File: config.mk
export PLATFORM = sky130hd
export DESIGN_NAME = decimal_integer_canonicaliser
export DESIGN_NICKNAME = d
export VERILOG_FILES = /design/src/rtl/core/dic_pkg.sv /design/src/rtl/core/dic_front.sv /design/src/rtl/core/dic_queue.sv /design/src/rtl/core/dic_back.sv /design/src/rtl/core/decimal_integer_canonicaliser.sv
export SDC_FILE = /design/constraint.sdc
export NUM_CORES = 1
export LEC_CHECK = 0
export ABC_AREA = 1
export ABC_CLOCK_PERIOD_IN_PS = 4750
export CAP_MARGIN = 10
export CORE_AREA = 4 4 139 141
export CTS_CLUSTER_SIZE = 20
export DETAILED_ROUTE_END_ITERATION = 8
export DIE_AREA = 0 0 143 145
export DONT_BUFFER_PORTS = 1
export SLEW_MARGIN = 20
export SYNTH_ARGS = -nofsm -noshare
export SYNTH_HDL_FRONTEND = slang
export SYNTH_SLANG_ARGS = --single-unit
File: constraint.sdc
create_clock -name clk -period 4.75 [get_ports clk]
set_input_delay 0.2375 -clock clk [delete_from_list [all_inputs] [get_ports clk]]
set_output_delay 0.2375 -clock clk [all_outputs]
set_load 0.05 [all_outputs]
File: src/rtl/core/dic_pkg.sv
// Shared types and constants for the decimal/integer literal canonicaliser.
`default_nettype none
package dic_pkg;

  localparam int unsigned ZeroRunMax = 62;
  localparam int unsigned RunW       = 6;
  localparam int unsigned QDepth     = 4;
  localparam int unsigned QPtrW      = 2;
  localparam int unsigned QCntW      = 3;

  localparam logic [7:0] CH_ZERO  = 8'h30;
  localparam logic [7:0] CH_NINE  = 8'h39;
  localparam logic [7:0] CH_POINT = 8'h2E;
  localparam logic [7:0] CH_MINUS = 8'h2D;
  localparam logic [7:0] CH_PLUS  = 8'h2B;
  localparam logic [7:0] CH_NUL   = 8'h00;

  localparam logic [RunW-1:0] ZERO_RUN_MAX = RunW'(ZeroRunMax);

  typedef struct packed {
    logic [7:0] char_in;
    logic       end_of_text;
    logic       integer_form;
  } lit_word_t;

  typedef struct packed {
    logic [7:0] char_out;
    logic       has_char;
    logic       done_res;
    logic       bad_text;
  } canon_word_t;

  typedef enum logic [2:0] {
    PH_LEAD,
    PH_INT,
    PH_FRAC,
    PH_TRAIL
  } phase_t;

  typedef enum logic [2:0] {
    CMD_CHAR,      // one byte
    CMD_ZPT,       // "0."
    CMD_RUN,       // run zeros, then the byte
    CMD_END_NONE,  // final word, no byte
    CMD_END_BAD,   // final word, rejected
    CMD_END_Z,     // "0"
    CMD_END_ZPZ,   // "0.0"
    CMD_END_PZ     // ".0"
  } cmd_kind_t;

  typedef struct packed {
    cmd_kind_t       kind;
    logic [7:0]      ch;
    logic [RunW-1:0] run;
  } cmd_t;

endpackage
`default_nettype wire

File: src/rtl/core/dic_front.sv
// Front end: parses the literal grammar and turns each word into an emit command.
`default_nettype none
module dic_front (
  input  wire                clk,
  input  wire                rst,
  input  wire                lit_valid,
  output logic               lit_stall,
  input  dic_pkg::lit_word_t lit,
  input  wire                q_full,
  output logic               push,
  output dic_pkg::cmd_t      push_cmd
);
  import dic_pkg::*;

  phase_t          phase, phase_next;
  logic            int_digit_seen, int_digit_seen_next;
  logic            point_seen, point_seen_next;
  logic            frac_digit_emitted, frac_digit_emitted_next;
  logic [RunW-1:0] zero_run, zero_run_next;
  logic            failed, failed_next;

  logic       accept;
  logic [7:0] c;
  logic       is_ws, is_dig, is_sign, eff_int, signif;

  assign lit_stall = q_full;
  assign accept    = lit_valid && !lit_stall;
  assign c         = lit.char_in;

  always_comb begin
    is_ws  = c inside {8'h20, 8'h09, 8'h0A, 8'h0B, 8'h0C, 8'h0D};
    is_dig = c inside {[CH_ZERO:CH_NINE]};
  end

  assign is_sign = (c == CH_PLUS) || (c == CH_MINUS);
  // leading phase falls straight into the integer rules on anything else
  assign eff_int = (phase == PH_INT) || (phase == PH_LEAD && !is_ws && !is_sign);
  assign signif  = (c != CH_ZERO) || int_digit_seen;

  // next state
  always_comb begin
    phase_next              = phase;
    int_digit_seen_next     = int_digit_seen;
    point_seen_next         = point_seen;
    frac_digit_emitted_next = frac_digit_emitted;
    zero_run_next           = zero_run;
    failed_next             = failed;
    if (accept) begin
      if (lit.end_of_text) begin
        phase_next              = PH_LEAD;
        int_digit_seen_next     = 1'b0;
        point_seen_next         = 1'b0;
        frac_digit_emitted_next = 1'b0;
        zero_run_next           = '0;
        failed_next             = 1'b0;
      end else if (!failed) begin
        if (phase == PH_LEAD && is_sign) begin
          phase_next = PH_INT;
        end else if (eff_int) begin
          phase_next = PH_INT;
          if (is_dig) begin
            if (signif) int_digit_seen_next = 1'b1;
          end else if (c == CH_POINT && !lit.integer_form) begin
            point_seen_next = 1'b1;
            phase_next      = PH_FRAC;
          end else if (is_ws) begin
            phase_next = PH_TRAIL;
          end else begin
            failed_next = 1'b1;
          end
        end else if (phase == PH_FRAC) begin
          if (c == CH_ZERO) begin
            if (zero_run >= ZERO_RUN_MAX) failed_next = 1'b1;
            else zero_run_next = zero_run + 1'b1;
          end else if (is_dig) begin
            zero_run_next           = '0;
            frac_digit_emitted_next = 1'b1;
          end else if (is_ws) begin
            phase_next = PH_TRAIL;
          end else begin
            failed_next = 1'b1;
          end
        end else if (phase == PH_TRAIL) begin
          if (!is_ws) failed_next = 1'b1;
        end
      end
    end
  end

  // command output
  always_comb begin
    push          = 1'b0;
    push_cmd.kind = CMD_CHAR;
    push_cmd.ch   = c;
    push_cmd.run  = zero_run;
    if (accept) begin
      if (lit.end_of_text) begin
        push = 1'b1;
        if (failed)                  push_cmd.kind = CMD_END_BAD;
        else if (point_seen)         push_cmd.kind = frac_digit_emitted ? CMD_END_NONE
                                                                        : CMD_END_Z;
        else if (lit.integer_form)   push_cmd.kind = int_digit_seen ? CMD_END_NONE
                                                                    : CMD_END_Z;
        else                         push_cmd.kind = int_digit_seen ? CMD_END_PZ
                                                                    : CMD_END_ZPZ;
      end else if (!failed) begin
        if (phase == PH_LEAD && is_sign) begin
          push = (c == CH_MINUS);
        end else if (eff_int) begin
          if (is_dig) begin
            push = signif;
          end else if (c == CH_POINT && !lit.integer_form) begin
            push          = 1'b1;
            push_cmd.kind = int_digit_seen ? CMD_CHAR : CMD_ZPT;
          end
        end else if (phase == PH_FRAC && is_dig && c != CH_ZERO) begin
          push          = 1'b1;
          push_cmd.kind = CMD_RUN;
        end
      end
    end
  end

  always_ff @(posedge clk) begin
    if (rst) begin
      phase              <= PH_LEAD;
      int_digit_seen     <= 1'b0;
      point_seen         <= 1'b0;
      frac_digit_emitted <= 1'b0;
      zero_run           <= '0;
      failed             <= 1'b0;
    end else begin
      phase              <= phase_next;
      int_digit_seen     <= int_digit_seen_next;
      point_seen         <= point_seen_next;
      frac_digit_emitted <= frac_digit_emitted_next;
      zero_run           <= zero_run_next;
      failed             <= failed_next;
    end
  end

endmodule
`default_nettype wire

File: src/rtl/core/dic_queue.sv
// Short command queue between the parser and the emitter.
`default_nettype none
module dic_queue (
  input  wire            clk,
  input  wire            rst,
  input  wire            push,
  input  dic_pkg::cmd_t  push_cmd,
  output logic           full,
  output logic           cmd_valid,
  output dic_pkg::cmd_t  cmd,
  input  wire            pop
);
  import dic_pkg::*;

  cmd_t             mem [QDepth];
  logic [QPtrW-1:0] wr_ptr, rd_ptr;
  logic [QCntW-1:0] count;

  assign full      = (count == QCntW'(QDepth));
  assign cmd_valid = (count != '0);
  assign cmd       = mem[rd_ptr];

  always_ff @(posedge clk) begin
    if (push) mem[wr_ptr] <= push_cmd;
  end

  always_ff @(posedge clk) begin
    if (rst) begin
      wr_ptr <= '0;
      rd_ptr <= '0;
      count  <= '0;
    end else begin
      if (push) wr_ptr <= wr_ptr + 1'b1;
      if (pop)  rd_ptr <= rd_ptr + 1'b1;
      case ({push, pop})
        2'b10:   count <= count + 1'b1;
        2'b01:   count <= count - 1'b1;
        default: count <= count;
      endcase
    end
  end

endmodule
`default_nettype wire

File: src/rtl/core/dic_back.sv
// Back end: expands queued commands into output words, one byte per cycle unless the output stalls.
`default_nettype none
module dic_back (
  input  wire                  clk,
  input  wire                  rst,
  input  wire                  cmd_valid,
  input  dic_pkg::cmd_t        cmd,
  output logic                 pop,
  output logic                 canon_valid,
  input  wire                  canon_stall,
  output dic_pkg::canon_word_t canon
);
  import dic_pkg::*;

  logic [1:0]      pos;
  logic [RunW-1:0] zcnt;
  logic            load, last;
  canon_word_t     w;

  assign load = cmd_valid && (!canon_valid || !canon_stall);
  assign pop  = load && last;

  always_comb begin
    w.char_out = CH_NUL;
    w.has_char = 1'b1;
    w.done_res = 1'b0;
    w.bad_text = 1'b0;
    last       = 1'b1;
    case (cmd.kind)
      CMD_CHAR: w.char_out = cmd.ch;
      CMD_ZPT: begin
        w.char_out = (pos == 2'd0) ? CH_ZERO : CH_POINT;
        last       = (pos == 2'd1);
      end
      CMD_RUN: begin
        // deferred zeros first, then the digit that released them
        if (zcnt != cmd.run) begin
          w.char_out = CH_ZERO;
          last       = 1'b0;
        end else begin
          w.char_out = cmd.ch;
        end
      end
      CMD_END_NONE: begin
        w.has_char = 1'b0;
        w.done_res = 1'b1;
      end
      CMD_END_BAD: begin
        w.has_char = 1'b0;
        w.done_res = 1'b1;
        w.bad_text = 1'b1;
      end
      CMD_END_Z: begin
        w.char_out = CH_ZERO;
        w.done_res = 1'b1;
      end
      CMD_END_ZPZ: begin
        w.char_out = (pos == 2'd1) ? CH_POINT : CH_ZERO;
        last       = (pos == 2'd2);
        w.done_res = last;
      end
      CMD_END_PZ: begin
        w.char_out = (pos == 2'd0) ? CH_POINT : CH_ZERO;
        last       = (pos == 2'd1);
        w.done_res = last;
      end
      default: w.has_char = 1'b0;
    endcase
  end

  always_ff @(posedge clk) begin
    if (load) canon <= w;
  end

  always_ff @(posedge clk) begin
    if (rst) begin
      canon_valid <= 1'b0;
      pos         <= '0;
      zcnt        <= '0;
    end else begin
      if (load)              canon_valid <= 1'b1;
      else if (!canon_stall) canon_valid <= 1'b0;
      if (load) begin
        if (last) begin
          pos  <= '0;
          zcnt <= '0;
        end else begin
          pos  <= pos + 1'b1;
          zcnt <= zcnt + 1'b1;
        end
      end
    end
  end

  a_pop_on_load : assert property (@(posedge clk) disable iff (rst) pop |-> load)
    else $error("command popped without a word loaded");
  a_run_bound : assert property (@(posedge clk) disable iff (rst)
      (cmd_valid && cmd.kind == CMD_RUN) |-> (zcnt <= cmd.run))
    else $error("zero run count past its length");
  a_bad_final : assert property (@(posedge clk) disable iff (rst)
      (canon_valid && canon.bad_text) |-> (canon.done_res && !canon.has_char))
    else $error("rejected word is not a bare final word");
  a_mid_idle : assert property (@(posedge clk) disable iff (rst)
      (!cmd_valid) |-> (pos == 2'd0 && zcnt == '0))
    else $error("expansion state left over with queue empty");

endmodule
`default_nettype wire

File: src/rtl/core/decimal_integer_canonicaliser.sv
// Top level: numeric literal canonicaliser, parser and emitter joined by a command queue.
// A word that produces output passes through the command queue, then the output register.
// Throughput: one input word per cycle; the emitter gives one output word per cycle while
//   not stalled; a fraction digit after n held zeros gives n+1 words, a terminator up to 3.
// The four-entry command queue absorbs those bursts; input stalls only when it is full.
// Reset (rst, synchronous): parser state to leading whitespace, queue empty, no output valid.
`default_nettype none
module decimal_integer_canonicaliser (
  input  wire                  clk,
  input  wire                  rst,
  input  wire                  lit_valid,
  output logic                 lit_stall,
  input  dic_pkg::lit_word_t   lit,
  output logic                 canon_valid,
  input  wire                  canon_stall,
  output dic_pkg::canon_word_t canon
);
  import dic_pkg::*;

  logic q_full, push, cmd_valid, pop;
  cmd_t push_cmd, cmd;

  dic_front u_front (
    .clk       (clk),
    .rst       (rst),
    .lit_valid (lit_valid),
    .lit_stall (lit_stall),
    .lit       (lit),
    .q_full    (q_full),
    .push      (push),
    .push_cmd  (push_cmd)
  );

  dic_queue u_queue (
    .clk       (clk),
    .rst       (rst),
    .push      (push),
    .push_cmd  (push_cmd),
    .full      (q_full),
    .cmd_valid (cmd_valid),
    .cmd       (cmd),
    .pop       (pop)
  );

  dic_back u_back (
    .clk         (clk),
    .rst         (rst),
    .cmd_valid   (cmd_valid),
    .cmd         (cmd),
    .pop         (pop),
    .canon_valid (canon_valid),
    .canon_stall (canon_stall),
    .canon       (canon)
  );

endmodule
`default_nettype wire

== After elaboration in Yosys (flattened, before gate mapping) ==
Memory sizes are Yosys's and may differ from the RTL's. A register that Yosys moved wholly into a read port is not among the register bits.
Index checks and enable logic that the tools add are counted.
Storage, ports and cells
  word-level logic and storage cells: 197
  memory bits (writable): 68
  register bits: 40
  output and inout bits: 13
  memories: 1
  input bits: 14
Cells by class
  $lt $le $gt $ge: 3
  equal/unequal tests: 36
  $add $sub $neg: 7
  muxes and demuxes: 92
  reduce and logical (&&, ||, !) cells: 42
Memories
  u_queue.mem: words 4, width 17, rd ports 1, clocked after memory_dff 1, wr ports 1, line dic_queue.sv:15  | cmd_t mem [QDepth];
Operators with widths (count)
  3-bit 2-to-1 mux: 22
  6-bit 2-to-1 mux: 9
  1-bit 2-to-1 mux: 48
  8-bit case mux with 6 select lines: 1
  8-bit by 4-bit equality test with 1-bit output (second input constant): 5
  8-bit by 6-bit equality test with 1-bit output (second input constant): 5
  6-bit AND reduction: 3
  3-bit equality test (second input constant): 5
  5-bit 2-to-1 mux: 3
  7-bit AND reduction: 2
  6-bit by 1-bit adder with 6-bit output (second input constant): 2
  3-bit by 2-bit equality test with 1-bit output (second input constant): 4
  2-bit nonzero test: 6
  1-bit logical AND: 10
  2-bit 2-to-1 mux: 5
  2-bit inequality test (second input constant): 5
  8-bit by 6-bit greater-or-equal comparator with 1-bit output (second input constant): 1
  8-bit by 6-bit less-or-equal comparator with 1-bit output (second input constant): 1
  8-bit 2-to-1 mux: 1
  8-bit by 6-bit inequality test with 1-bit output (second input constant): 1
  4-bit nonzero test: 2
  2-bit by 1-bit adder with 2-bit output (second input constant): 3
  3-bit by 1-bit equality test with 1-bit output (second input constant): 2
  6-bit greater-or-equal comparator (second input constant): 1
  other kinds (19): 33

== Depth between registers and ports, before layout ==
Gate-level depths: netlist of run 1.
  depth after elaboration: 13
  gate-level depth with buffers: 22
  mapped depth without buffers: 20

== Modules after synthesis ==
From an unflattened synthesis of run 1, not the netlist that was laid out.
Second synthesis, totals
  cell total of the unflattened synthesis: 554
  area total of the unflattened synthesis: 5272.6 sq um
By module, submodules not included
  dic_queue: area an instance 3027.9 sq um, cells an instance 223, seq. area each 2222.1 sq um, instances 1
  dic_back: area an instance 1172.4 sq um, cells an instance 146, seq. area each 510.5 sq um, instances 1
  dic_front: area an instance 1072.3 sq um, cells an instance 185, seq. area each 240.2 sq um, instances 1

== Worst setup path after synthesis of run 1 ==
No wires, ideal clock.
  kind: register -> register
  start: reg u_queue.count[0]
  end: reg u_queue.count[2]
  buffers on the path: 1
  data required time: 4628 ps
  cell stages (with the launch flop): 16
  library setup time: 122 ps
  period minus slack after synthesis: 3396 ps
  setup slack: 1354 ps
  arrival: 3274 ps
  cell sequence: dfxtp_1 -> nor3_1 -> nor2_2 -> inv_1 -> nor2_1 -> o21a_1 -> nand3_2 -> and2_1 -> buf_2 -> ha_1 -> inv_1 -> fa_1 -> a21oi_1 -> o21ai_0 -> o21ai_0 -> a21oi_1
Between the ends
  word-level cells in the longest chain between the ends: 6
  elaborated cells between the ends (all ways): 13
  classes of those cells: add/sub: 2; eq/ne: 3; mux: 2; reduce/logical: 6
RTL lines
  start, declared: line dic_queue.sv:17  | logic [QCntW-1:0] count;
  start signal, assigned: line dic_queue.sv:36  | 2'b10: count <= count + 1'b1;
  start signal, assigned: line dic_queue.sv:37  | 2'b01: count <= count - 1'b1;
  start signal, assigned: line dic_queue.sv:38  | default: count <= count;
  3-bit equality test *: line dic_queue.sv:19  | assign full = (count == QCntW'(QDepth));
  net lit_stall: line decimal_integer_canonicaliser.sv:12  | output logic lit_stall,
  1-bit logical NOT *: line dic_front.sv:27  | assign accept = lit_valid && !lit_stall;
  1-bit logical AND *: line dic_front.sv:27
  1-bit 2-to-1 mux *: line dic_front.sv:96  | if (accept) begin
  2-bit by 1-bit equality test with 1-bit output or 2-bit equality test (tied branches): line dic_queue.sv:35  | case ({push, pop})
  3-bit case mux with 2 select lines or 2-bit nonzero test (tied branches)
Mark *: on every way through the listed nets, which the timed path passes. The rest lies on a longest branch.
A chain may end at the register's enable or synchronous reset.

==> results, run 1 <==
- The first detailed-routing pass took 5 iterations.
- The worst setup path is captured at a register.
- The max-slew violation count is 0.
- The worst-case IR drop observed on VDD is 0.325 mV.
- The transition time at the pin with the least slew margin is 0.589 ns.
- The non-filler instance count after layout is 826.
- The normalized max-slew margin is 0.606.
- Dividing the detail-routed wire length by the instance count gives 13.3 µm.
- The H-tree depth is 3.
- The critical path in this run is classified as reg2reg.
- The final net count is 618.
- Of the total synthesized cell area, the portion taken by AND, OR, NAND and NOR gates is 0.248.
- In this run, distinct cell masters in the synthesized netlist total 41.
- Setup violations remaining at the end of the flow were counted as 0.
- The worst-path maximum fanout is 35.
- The largest family of logic cells by synthesized area is simple AND/OR/NAND/NOR gates.
- Counting flops with a built-in enable in the synthesized netlist gives 79.
- The count of buffers inserted at the top-level ports is 0.
- In the post-route analysis, the smallest setup slack over all paths is 1.70 ns.
- The floorplan step defined a die boundary enclosing 20700 µm².
- Between clock sinks in the finished design, the worst skew comes to 0.00660 ns.
- The clock tree from TritonCTS is yes.
- Counting every net in the synthesized netlist gives 606.
- The async set-reset flop share out of synthesis is 0.
- The library cell used most frequently in the layout, excluding fill and tap cells, is sky130_fd_sc_hd__nand2_1.
- Among all flip-flop cells after synthesis, the most frequent one is sky130_fd_sc_hd__edfxtp_1.
- Entering global routing, the biggest net connects 36 pins.
- The die is 143 µm wide.
- The buffer type at the clock tree root is sky130_fd_sc_hd__clkbuf_16.
- Wires add up to 11000 µm.
- The area of the core is 18000 µm².
- The number of vias in the routed layout is 3812.
- The global-route track usage on met1 is 0.144.
- The residual antenna-violating net count after detailed routing is 0.
- Summed over all cells, the static leakage comes to 2.30 nW.
- Of the total synthesized cell area, the portion taken by full adders, half adders and majority gates is 0.0296.
- In this run the deepest clock path goes through 2 buffers.
- After floorplanning, the core was divided into 49 placement rows.
- The shortest clock period the worst path allows after layout is 3.05 ns.
- The share of the synthesized area in compound gates (AO/OA/AOI/OAI) is 0.0818.
- The clock net in this run drives a total of 109 sinks.
- The mean cell area of the mapped netlist is 9.17 µm².
- The flow ran to the end, and the final reports show no timing, DRC or antenna violations.
- In this run the worst hold path is classified as in2reg.
- Setup repair after global routing left no endpoint under its margin.
- The area added between synthesis and finish is 11.6%.
- The number of flip-flops and latches in the synthesized netlist is 109.
- The share of synthesized area in the top cell type comes to 0.446.
- After clock tree synthesis, the clock-pin slew on the worst setup and hold paths is 0.07 ns.
- Pin placement for this block handled 27 I/O pins.
- Ranked by total cell area, the synthesized netlist is headed by sky130_fd_sc_hd__edfxtp_1 (45%), sky130_fd_sc_hd__dfxtp_1 (11%), sky130_fd_sc_hd__nand2_1 (11%).
- Once detailed placement completed, the half-perimeter wirelength came to 7800 µm.
- Gates resized during post-CTS repair numbered 0.
- Summed over all instances, the cell type with the most area after synthesis is sky130_fd_sc_hd__edfxtp_1.
- The clock insertion delay at the later pin of the skew report is 0.35 ns.
- The total overflow left after global routing is 0.
- The number of failing hold endpoints at the final stage came to 0.
- The die outline height is 145 µm.
- The worst setup path is launched from a register.
- The initial antenna violation count came to 0.
- In the routed layout, each cell is associated on average with a via count of 4.62.
- After detailed routing, the number of remaining DRC violations is 0.
- The share of cells above drive strength 1 is 0.0905.
- After filler insertion, the fill cell instance count of the layout stands at 1808.
- The number of buffers inserted during clock tree synthesis is 9.
- Leaving out fill and tap cells, the most frequent cells in the layout are sky130_fd_sc_hd__nand2_1 (159), sky130_fd_sc_hd__edfxtp_1 (79), sky130_fd_sc_hd__inv_1 (56), sky130_fd_sc_hd__nand3_1 (47), sky130_fd_sc_hd__nor2_1 (44).
- In this run the most used layer during global routing was met2.
- The mux cell area share after synthesis is 0.
- The synthesis warning total is 0.
- Power comes to 3.01 mW.
- STA puts the critical path data required time at 4.99 ns.
- The count of inserted antenna diode cells is 0.
- The placement-stage worst setup slack is 1.73 ns.
- The number of DRC markers in iteration 0 is 234.
- The xor and xnor area share after synthesis is 0.0181.
- The first global-routing pass estimated 18500 µm of wire.
- In the global route stage, overall resource usage came out at 0.110.
- The via count of the first global-routing pass is 3725.
- Routability-driven placement finished with a final weighted congestion of 0.849.
- The final period utilization is 0.642.
- Of the synthesized area, sequential elements account for 0.559.
- The met2 global-route usage is 0.177.
- Power spread over the standard cell area amounts to 508 nW/µm².
- After synthesis the cells add up to 5320 µm².
- The number of cells produced by synthesis is 580.
- The critical path arrival is 3.28 ns.
- The initial cell density of the core is 0.296.
- The sum of negative setup slack is 0 ns.
- The met3 demand-to-capacity share in global routing is 0.0346.
- The max-capacitance violation count is 0.
- Derived from the worst setup path, the maximum achievable clock frequency is 328 MHz.
- After detailed placement, the design holds a cell count of 801.
cell usage after synthesis (4+ instances only):
cell type,n
sky130_fd_sc_hd__a21oi_1,30
sky130_fd_sc_hd__a32o_1,5
sky130_fd_sc_hd__buf_6,5
sky130_fd_sc_hd__clkbuf_1,7
sky130_fd_sc_hd__dfxtp_1,30
sky130_fd_sc_hd__edfxtp_1,79
sky130_fd_sc_hd__ha_1,11
sky130_fd_sc_hd__inv_1,56
sky130_fd_sc_hd__inv_2,4
sky130_fd_sc_hd__nand2_1,159
sky130_fd_sc_hd__nand2_2,6
sky130_fd_sc_hd__nand3_1,47
sky130_fd_sc_hd__nand4_1,9
sky130_fd_sc_hd__nor2_1,44
sky130_fd_sc_hd__nor2_2,6
sky130_fd_sc_hd__nor3_1,13
sky130_fd_sc_hd__o21ai_0,18
sky130_fd_sc_hd__o21ai_1,6
sky130_fd_sc_hd__xor2_1,8
flip-flops by register name, summed over array words and instances (netlist names), named ones only:
register and cells:
u_back.canon 11, u_back.canon_valid 1, u_back.pos 2, u_back.zcnt 6, u_front.failed 1, u_front.frac_digit_emitted 1
u_front.int_digit_seen 1, u_front.phase 2, u_front.point_seen 1, u_front.zero_run 6, u_queue.count 3, u_queue.mem 68
u_queue.rd_ptr 2, u_queue.wr_ptr 2
where the power goes:
group | internal, mW | total, mW | switching [mW]
Clock | 0.360 | 0.697 | 0.337
Sequential | 1.19 | 1.44 | 0.243
Combinational | 0.282 | 0.882 | 0.600
final cells by class:
class | count | area, µm² | area share
clock buffer | 10 | 229 | 0.0386
clock inverter | 6 | 43.8 | 0.00738
inverter | 61 | 234 | 0.0394
multi-input combinational | 394 | 2020 | 0.340
sequential | 109 | 2970 | 0.501
tap | 229 | 287 | 0.0483
timing repair buffer | 17 | 150 | 0.0253
cell families (layout without fill, tap and decap cells):
kind of cell / after synthesis / count (layout)
xor gates and xnor gates: 11 / 11
DFF: 109 / 109
buffers and inverters: 77 / 94
adders and majority gates: 12 / 12
and+or+nand+nor: 298 / 298
AOI/OAI and AO/OA: 73 / 73
path summary, 6_finish.rpt:
check	endpoint	depth (start not counted)	slack (ns)	start
min	u_front.zero_run[3]	3	0.1	lit[1]
min reg2reg	u_front.frac_digit_emitted	2	0.45	u_front.frac_digit_emitted
max reg2reg	u_queue.count[2]	19	1.70	register
max	u_queue.count[2]	19	1.70	register
metal layers:
| layer | wire (µm) | part of all wire | vias up |
|---|---|---|---|
| met3 | 550 | 0.050 | 12 |
| met2 | 5090 | 0.46 | 84 |
| met1 | 5220 | 0.48 | 1737 |
| met4 | 113 | 0.010 | 0 |
| met5 | 0 | 0 | - |
| li1 | - | - | 1979 |
worst max-delay path, cell delays in order (launching register included):
cell and delay [ns]:
sky130_fd_sc_hd__dfxtp_1 0.30, sky130_fd_sc_hd__buf_4 0.24, sky130_fd_sc_hd__inv_6 0.24, sky130_fd_sc_hd__nand2_1 0.10, sky130_fd_sc_hd__nand2_1 0.07, sky130_fd_sc_hd__nand2_1 0.05
sky130_fd_sc_hd__nand2_2 0.17, sky130_fd_sc_hd__nand3_1 0.15, sky130_fd_sc_hd__nor2_2 0.17, sky130_fd_sc_hd__nor2_4 0.06, sky130_fd_sc_hd__nand2_2 0.11, sky130_fd_sc_hd__nand2_4 0.08
sky130_fd_sc_hd__inv_2 0.07, sky130_fd_sc_hd__ha_1 0.13, sky130_fd_sc_hd__inv_1 0.07, sky130_fd_sc_hd__fa_1 0.41, sky130_fd_sc_hd__a21oi_1 0.15, sky130_fd_sc_hd__o21ai_0 0.11
sky130_fd_sc_hd__o21ai_0 0.17, sky130_fd_sc_hd__a21oi_1 0.05
stage by stage:
step	util	hold slack, ns	cell area, µm²
6_report	0.331	0.0958	5940
4_1_cts	0.331	0.0836	5940
3_3_place_gp	0.310	0.312	5570
5_1_grt	0.331	0.0941	5940
3_5_place_dp	0.310	0.313	5570
2_1_floorplan	-	0.307	5320
repair_timing:
| action | 4_1_cts | 5_1_grt |
|---|---|---|
| buffers inserted | 0 | 0 |
| hold endpoints to repair | 44 | 0 |
| hold buffers | 9 | 0 |
(Power assumes the default switching activity.)
==> run 2: changes to the inputs <==
- ABC_AREA: 1 -> 0
- ABC_CLOCK_PERIOD_IN_PS: 4750 -> 3100
- CORE_AREA: 4 4 139 141 -> 4 4 135 137
- DIE_AREA: 0 0 143 145 -> 0 0 139 141
- clock period: 4.75 -> 3.1 ns (I/O delays scaled with it)
==> results, run 2 <==
- The area of the core is 17100 µm² (-5.0%).
- The number of vias in the routed layout was 3201 (-16%).
- The final routed DRC violation total is 0 (unchanged).
- The worst-case setup margin in the final layout is 0.0556 ns (-1.65 ns).
- The async set-reset flop share out of synthesis is 0 (unchanged).
- The share of cells above drive strength 1 was 0.157 (+0.0663).
- The most common cell in the synthesized netlist is sky130_fd_sc_hd__edfxtp_1.
- The number of distinct library cells after synthesis is 65 (+59%).
- The largest registers in the layout are u_queue.mem x68, u_back.canon x11.
- The number of buffers on the longest clock path came to 2 (unchanged).
- The normalized max-slew margin is 0.598 (-0.00839).
- The number of cells on the worst reg-to-reg path is 12 (-7).
- The top-level port count came to 27 (unchanged).
- The sum of routed wire segments on met1 is 4490 µm (-14%).
- The number of flip-flops and latches in the synthesized netlist is 109 (unchanged).
- Signal routing reaches up to met4.
- Traced cell by cell, the critical path runs through buf_12 > mux4_2 > clkinv_4 > nand2_2 > o41ai_4 > and2_4 > ha_4 > inv_1 > fa_2 > xor2_1 > or3_1 > a21oi_1.
- The shortest clock period the worst path allows after layout is 3.04 ns (-0.00328 ns).
- The cell depth of the worst min-delay path is 2 (-1).
- The number of cells produced by synthesis is 389 (-33%).
- The total routed wirelength came to 10100 µm (-8.2%).
- The TritonCTS sink count is 109 (unchanged).
- The post-synthesis sequential area ratio is 0.592 (+0.0333).
- The routed length per instance is 15.6 µm (+17%).
- The number of failing hold endpoints at the final stage is 0 (unchanged).
- The number of synthesized flops with an enable pin is 79 (unchanged).
- The via count of the first global-routing pass came to 3225 (-13%).
- The most frequently used flop master after synthesis is sky130_fd_sc_hd__edfxtp_1.
- The static leakage is 1.94 nW (-16%).
- The horizontal extent of the die was 139 µm (-2.8%).
- The power density over the cells is 777 nW/µm² (+53%).
- The setup-violating endpoint count in the final report came to 0 (unchanged).
- The setup slack on the worst flop-to-flop path was 0.06 ns (-1.65 ns).
- The sum of negative setup slack is 0 ns (unchanged).
- The H-tree depth is 3 (unchanged).
- The data required time at the worst endpoint is 3.38 ns (-1.61 ns).
- The cell total after placement was 617 (-23%).
- The worst-path maximum fanout is 10 (-71%).
- The library cell used most frequently in the layout, excluding fill and tap cells, is sky130_fd_sc_hd__edfxtp_1.
- Ranked by total cell area, the synthesized netlist is headed by sky130_fd_sc_hd__edfxtp_1 (47%), sky130_fd_sc_hd__dfxtp_1 (12%), sky130_fd_sc_hd__mux4_2 (7.2%).
- The net count of the mapped netlist is 415 (-32%).
- The first-pass GRT wire length was 16600 µm (-10%).
- STA classifies the critical path endpoint as a register.
- The number of buffers inserted during clock tree synthesis is 9 (unchanged).
- The critical path arrival is 3.32 ns (+0.04 ns).
- The number of DRC markers in iteration 0 is 326 (+39%).
- The most flop-heavy register is u_queue.mem.
- The clock transition time at the flip-flop clock pins of the worst setup and hold paths is 0.07 ns (about the same).
- The buffer type at the clock tree root is sky130_fd_sc_hd__clkbuf_16.
- The die outline height is 141 µm (-2.8%).
- The count of inserted antenna diode cells was 0 (unchanged).
- The total die area is 19600 µm² (-5.5%).
- The final net count is 442 (-28%).
- Setup repair after global routing could not meet its margin everywhere.
- The transition time at the pin with the least slew margin is 0.601 ns (+0.0125 ns).
- The initial cell density of the core is 0.294 (-0.00178).
- The mean cell area of the mapped netlist is 12.9 µm² (+41%).
- The area share of the largest cell type after synthesis came to 0.472 (+0.0265).
- The area added between synthesis and finish is 16.2%.
- The synthesis warning total was 0 (unchanged).
- The type of the setup path with the least slack is reg2reg.
- The highest clock frequency the design can meet is 328 MHz (+0.11%).
- The combined global-route utilization of all metal layers is 0.107 (-0.00315).
- The routability-driven placement congestion ratio is 0.855 (+0.80%).
- In the synthesized netlist, the cells that appear most often are sky130_fd_sc_hd__edfxtp_1 (79), sky130_fd_sc_hd__nor2_1 (33), sky130_fd_sc_hd__dfxtp_1 (30).
- The met2 wire length is 4810 µm (-5.4%).
- The post-synthesis cell area is 5020 µm² (-5.6%).
- The path type of the worst min-delay path is in2reg.
- The final period utilization came to 0.982 (+0.340).
- The placed wire-length estimate is 6990 µm (-10%).
- The non-filler instance count after layout is 646 (-22%).
- The peak supply drop is 0.448 mV (+38%).
- The site row count was 48 (-2.0%).
- The pin count of the biggest net entering global routing is 20 (-44%).
- TritonCTS built the clock tree.
- The cell type of the slowest stage on the worst timing path is sky130_fd_sc_hd__mux4_2.
- Leaving out fill and tap cells, the most frequent cells in the layout are sky130_fd_sc_hd__edfxtp_1 (79), sky130_fd_sc_hd__nor2_1 (33), sky130_fd_sc_hd__dfxtp_1 (28), sky130_fd_sc_hd__nand2_1 (22), sky130_fd_sc_hd__o21ai_0 (22).
- The max-capacitance violation count was 0 (unchanged).
- The flow ran to the end, and the final reports show no timing, DRC or antenna violations.
- The stage delay of the slowest cell on the critical path is 0.59 ns (+0.18 ns).
- The end of the worst register-to-register path is u_queue.count[2].
- The cell type contributing the most total cell area after synthesis is sky130_fd_sc_hd__edfxtp_1.
- The post-detailed-route via-to-cell ratio is 4.96 (+7.4%).
- The total grt overflow is 0 (unchanged).
- The max-slew violation count is 0 (unchanged).
- The flip-flop count of the largest register, all copies and words added is 68 (unchanged).
- The post-route clock skew is 0.00961 ns (+0.00301 ns).
- The clock insertion delay at the later pin of the skew report is 0.35 ns (about the same).
- The placement-stage worst setup slack came to -0.0768 ns (-1.81 ns).
- The type of origin of the critical path is a register.
- The residual antenna-violating net count after detailed routing is 0 (unchanged).
- The total length of routed met3 wires was 502 µm (-8.7%).
- The initial antenna violation count is 0 (unchanged).
- The count of buffers inserted at the top-level ports is 0 (unchanged).
- In this run the most critical hold path is launched from rst.
- The detailed-routing iteration count for the pre-antenna-repair pass is 5 (unchanged).
[run 2: cell count changes after synthesis, moves of 11 or more]
cell and change:
sky130_fd_sc_hd__nand3_1 -42, sky130_fd_sc_hd__a21oi_1 -14, sky130_fd_sc_hd__nand2_1 -137, sky130_fd_sc_hd__nor2b_1 +13
sky130_fd_sc_hd__inv_1 -40, sky130_fd_sc_hd__mux4_2 +16, sky130_fd_sc_hd__nor2_1 -11
[run 2: logic make-up (layout without fill, tap and decap cells)]
kind of cell               count (synthesis)  count (layout)  share of synthesized area
xor gates and xnor gates                  14              14                     0.0244
AOI/OAI and AO/OA                         77              77                      0.100
adders and majority gates                 12              12                     0.0314
and+or+nand+nor                          123             123                      0.133
buffers and inverters                     31              63                     0.0289
DFF                                      109             109                      0.592
muxes                                     23              23                     0.0899
[run 2: power by group]
part / switching, mW / internal [mW] / total, mW / leakage, nW
Clock: 0.535 / 0.637 / 1.17 / 0.146
Combinational: 0.642 / 0.566 / 1.21 / 0.840
Sequential: 0.369 / 1.78 / 2.15 / 0.950
[run 2: stage by stage]
stage	cell area, µm²	utilization	hold slack (ns)	total power, mW
global placement	5380	0.315	0.228	3.32
CTS	5820	0.341	0.0265	4.58
detailed placement	5380	0.315	0.231	3.35
finish	5830	0.342	0.0356	4.53
global route	5830	0.342	0.0377	4.80
floorplan	5040	-	0.254	3.06
[run 2: metal layers]
metal,GRT usage,vias to the layer above
li1,-,1537
met1,0.132,1581
met2,0.175,67
met3,0.0268,16
met4,0.0530,0
met5,0,-
[run 2: repair_timing]
item,4_1_cts,5_1_grt
endpoints found under the hold margin,46,0
resized for setup,3,2
pin swaps,1,1
cloned,0,0
buffers inserted,1,0
hold buffers,12,0
endpoints found under the setup margin,1,1
[run 2: how the worst max path moves through the flow]
| stage | slack (ns) | end |
|---|---|---|
| 3_3_place_gp | 0.03 | u_queue.count[2] |
| 3_5_place_dp | -0.08 | u_queue.count[2] |
| 5_1_grt | -0.08 | u_queue.count[2] |
| 2_1_floorplan | 0.02 | u_queue.count[2] |
| 4_1_cts | 0.02 | u_queue.count[2] |
| 6_report | 0.06 | u_queue.count[2] |
[run 2: critical path, delay by kind of cell (launching register included)]
kind,cells,cell delay (ns)
and+or+nand+nor,3,0.62
AOI/OAI and AO/OA,2,0.50
DFF,1,0.34
adders and majority gates,2,0.46
muxes,1,0.59
xor gates and xnor gates,1,0.17
buffers and inverters,3,0.30
[run 2: final cells by class]
cell class / count / area, µm²
Clock buffer: 9 / 225
Timing Repair Buffer: 29 / 264
Sequential cell: 109 / 2980
Inverter: 18 / 72.6
Multi-Input combinational cell: 249 / 1940
Clock inverter: 7 / 78.8
Tap cell: 225 / 282
Fill cell: 1685 / 11200
==> run 3: changes to the inputs <==
- ABC_CLOCK_PERIOD_IN_PS: 3100 -> unset
- CORE_AREA: 4 4 135 137 -> 4 4 106 108
- DIE_AREA: 0 0 139 141 -> 0 0 110 112
==> results, run 3 (synthesis results as in run 2) <==
- Setup repair after global routing could not meet its margin everywhere.
- The normalized max-slew margin is 0.645 (+0.0470).
- The via count of the first global-routing pass was 3198 (-0.84%).
- The post-route clock skew is 0.00667 ns (-0.00294 ns).
- The first-pass GRT wire length came to 16200 µm (-2.7%).
- The worst setup path is launched from a register.
- The setup-violating endpoint count in the final report is 1 (+1).
- The residual antenna-violating net count after detailed routing came to 0 (unchanged).
- The final reports fail on negative setup slack.
- TritonCTS built the clock tree.
- The number of buffers inserted during clock tree synthesis is 9 (unchanged).
- The setup slack on the worst flop-to-flop path came to -0.01 ns (-0.07 ns).
- The signal on the critical path passes through buf_12 > mux4_2 > xnor2_1 > nand4_1 > o41ai_2 > and2_4 > ha_4 > inv_2 > fa_2 > xor2_1 > or3_1 > a21oi_2.
- The fraction of the core area covered by cells at the end of the flow is 0.562 (+0.220).
- The transition time at the pin with the least slew margin was 0.527 ns (-0.0741 ns).
- The number of vias in the routed layout came to 3164 (-1.2%).
- The routability-driven placement congestion ratio was 0.834 (-2.5%).
- The detailed-routing iteration count for the pre-antenna-repair pass is 4 (-1).
- The count of inserted antenna diode cells is 0 (unchanged).
- The combined global-route utilization of all metal layers is 0.173 (+0.0658).
- The number of inserted filler cells in the final layout is 874 (-48%).
- The startpoint identified for the worst hold timing path is rst.
- The site row count came to 37 (-23%).
- The highest clock frequency the design can meet was 321 MHz (-2.2%).
- The run finished, with violations left.
- The power density over the cells was 753 nW/µm² (-3.0%).
- The most flop-heavy register is u_queue.mem.
- The worst setup path is of the reg2reg kind.
- The worst min-delay path endpoint is u_queue.rd_ptr[1].
- The pin count of the biggest net entering global routing is 23 (+15%).
- The clock insertion delay at the later pin of the skew report came to 0.37 ns (+0.02 ns).
- The path type of the worst min-delay path is in2reg.
- The library cell used most frequently in the layout, excluding fill and tap cells, is sky130_fd_sc_hd__edfxtp_1.
- The cell type of the slowest stage on the worst timing path is sky130_fd_sc_hd__mux4_2.
- The number of DRC markers in iteration 0 came to 172 (-47%).
- The placement-stage worst setup slack is -0.0268 ns (+0.0500 ns).
- The static leakage was 1.97 nW (+1.5%).
- The number of buffers on the longest clock path is 2 (unchanged).
- The placed wire-length estimate is 6640 µm (-5.1%).
- The count of buffers inserted at the top-level ports is 0 (unchanged).
- The max-capacitance violation count is 0 (unchanged).
- The max-slew violation count came to 0 (unchanged).
- From synthesis to final layout, the design area changed by 14.5%.
- The TritonCTS sink count came to 109 (unchanged).
- The final routed DRC violation total was 0 (unchanged).
- The clock transition time at the flip-flop clock pins of the worst setup and hold paths is 0.09 ns (+0.02 ns).
- The die outline height is 112 µm (-21%).
- The end of the worst register-to-register path is u_queue.count[2].
- The stage delay of the slowest cell on the critical path is 0.51 ns (-0.08 ns).
- The critical path arrival is 3.42 ns (+0.10 ns).
- The cell depth of the worst min-delay path is 2 (unchanged).
- The post-detailed-route via-to-cell ratio came to 5.55 (+12%).
- The buffer type at the clock tree root is sky130_fd_sc_hd__clkbuf_8.
- The area of the core came to 10200 µm² (-40%).
- The worst-path maximum fanout was 7 (-3).
- The number of cells on the worst reg-to-reg path is 12 (unchanged).
- The worst-case setup margin in the final layout is -0.0119 ns (-0.0675 ns).
- The share of cells above drive strength 1 is 0.159 (+0.00222).
- The total routed wirelength was 9720 µm (-3.4%).
- The final net count is 455 (+2.9%).
- The kind of end point of the critical path is a register.
- The peak supply drop came to 0.322 mV (-28%).
- The number of failing hold endpoints at the final stage is 0 (unchanged).
- The total grt overflow is 0 (unchanged).
- The initial cell density of the core is 0.491 (+0.196).
- The H-tree depth is 3 (unchanged).
- The top-level port count was 27 (unchanged).
- The final period utilization was 1.00 (+0.0218).
- The data required time at the worst endpoint is 3.40 ns (+0.02 ns).
- The largest registers in the layout are u_queue.mem x68, u_back.canon x11.
- Leaving out fill and tap cells, the most frequent cells in the layout are sky130_fd_sc_hd__edfxtp_1 (79), sky130_fd_sc_hd__nor2_1 (33), sky130_fd_sc_hd__dfxtp_1 (28).
- The total die area is 12300 µm² (-37%).
- The horizontal extent of the die is 110 µm (-21%).
- The flip-flop count of the largest register, all copies and words added is 68 (unchanged).
- The routed length per instance is 17.1 µm (+9.4%).
- The initial antenna violation count is 0 (unchanged).
- The shortest clock period the worst path allows after layout was 3.11 ns (+0.0675 ns).
==> run 3: worst max path at each step <==
stage	slack, ns	end	startpoint
6_report	-0.01	u_queue.count[2]	register
3_5_place_dp	-0.03	u_queue.count[2]	register
2_1_floorplan	0.02	u_queue.count[2]	register
5_1_grt	-0.19	u_queue.count[2]	register
4_1_cts	0.0006	u_queue.count[2]	register
3_3_place_gp	0.06	u_queue.count[2]	register
==> run 3: report_power, final <==
part	internal, mW	total (mW)	switching (mW)
logic	0.630	1.27	0.640
registers	1.78	2.15	0.368
clock network	0.453	0.910	0.457
==> run 3: timing repair <==
item / 4_1_cts / 5_1_grt
hold buffers: 22 / 0
endpoints found under the setup margin: 1 / 3
gates resized for setup: 0 / 7
gates cloned: 0 / 0
pin swaps: 1 / 5
buffers inserted: 0 / 2
endpoints found under the hold margin: 50 / 0
==> run 3: area by class of cell <==
cell class                      count  area, µm²  area share
Clock inverter                      5       76.3      0.0133
Sequential cell                   109       2980       0.518
Inverter                           18       72.6      0.0126
Timing Repair Buffer               42        387      0.0672
Multi-Input combinational cell    249       1940       0.337
Tap cell                          136        170      0.0296
Clock buffer                       11        131      0.0229
==> run 3: routing by layer <==
metal | wire (µm) | up-vias | part of all wire | global-route usage
met1 | 4590 | 1549 | 0.47 | 0.231
met4 | 188 | 0 | 0.019 | 0.0765
met3 | 333 | 12 | 0.034 | 0.0365
met5 | 0 | - | 0 | 0
li1 | - | 1551 | - | -
met2 | 4610 | 52 | 0.47 | 0.270
==> run 3: critical path, delay by kind of cell, from the launching register on <==
kind / cells / cell delay, ns
AO/OA/AOI/OAI: 2 / 0.53
XOR/XNOR: 2 / 0.33
adder cells (fa/ha/maj): 2 / 0.45
buffers and inverters: 2 / 0.16
flip-flops: 1 / 0.35
multiplexers: 1 / 0.51
AND/OR/NAND/NOR: 3 / 0.71
==> run 3: through the flow <==
step	total power, mW	std cells	area (µm²)	TNS, ns	hold slack, ns
finish	4.33	570	5750	-0.0119	0.0438
global route	4.60	570	5750	-0.357	0.0439
CTS	4.33	568	5710	0	0.0124
detailed placement	3.34	530	5280	-0.0268	0.230
global placement	3.32	530	5280	0	0.228
floorplan	3.06	389	5040	0	0.254
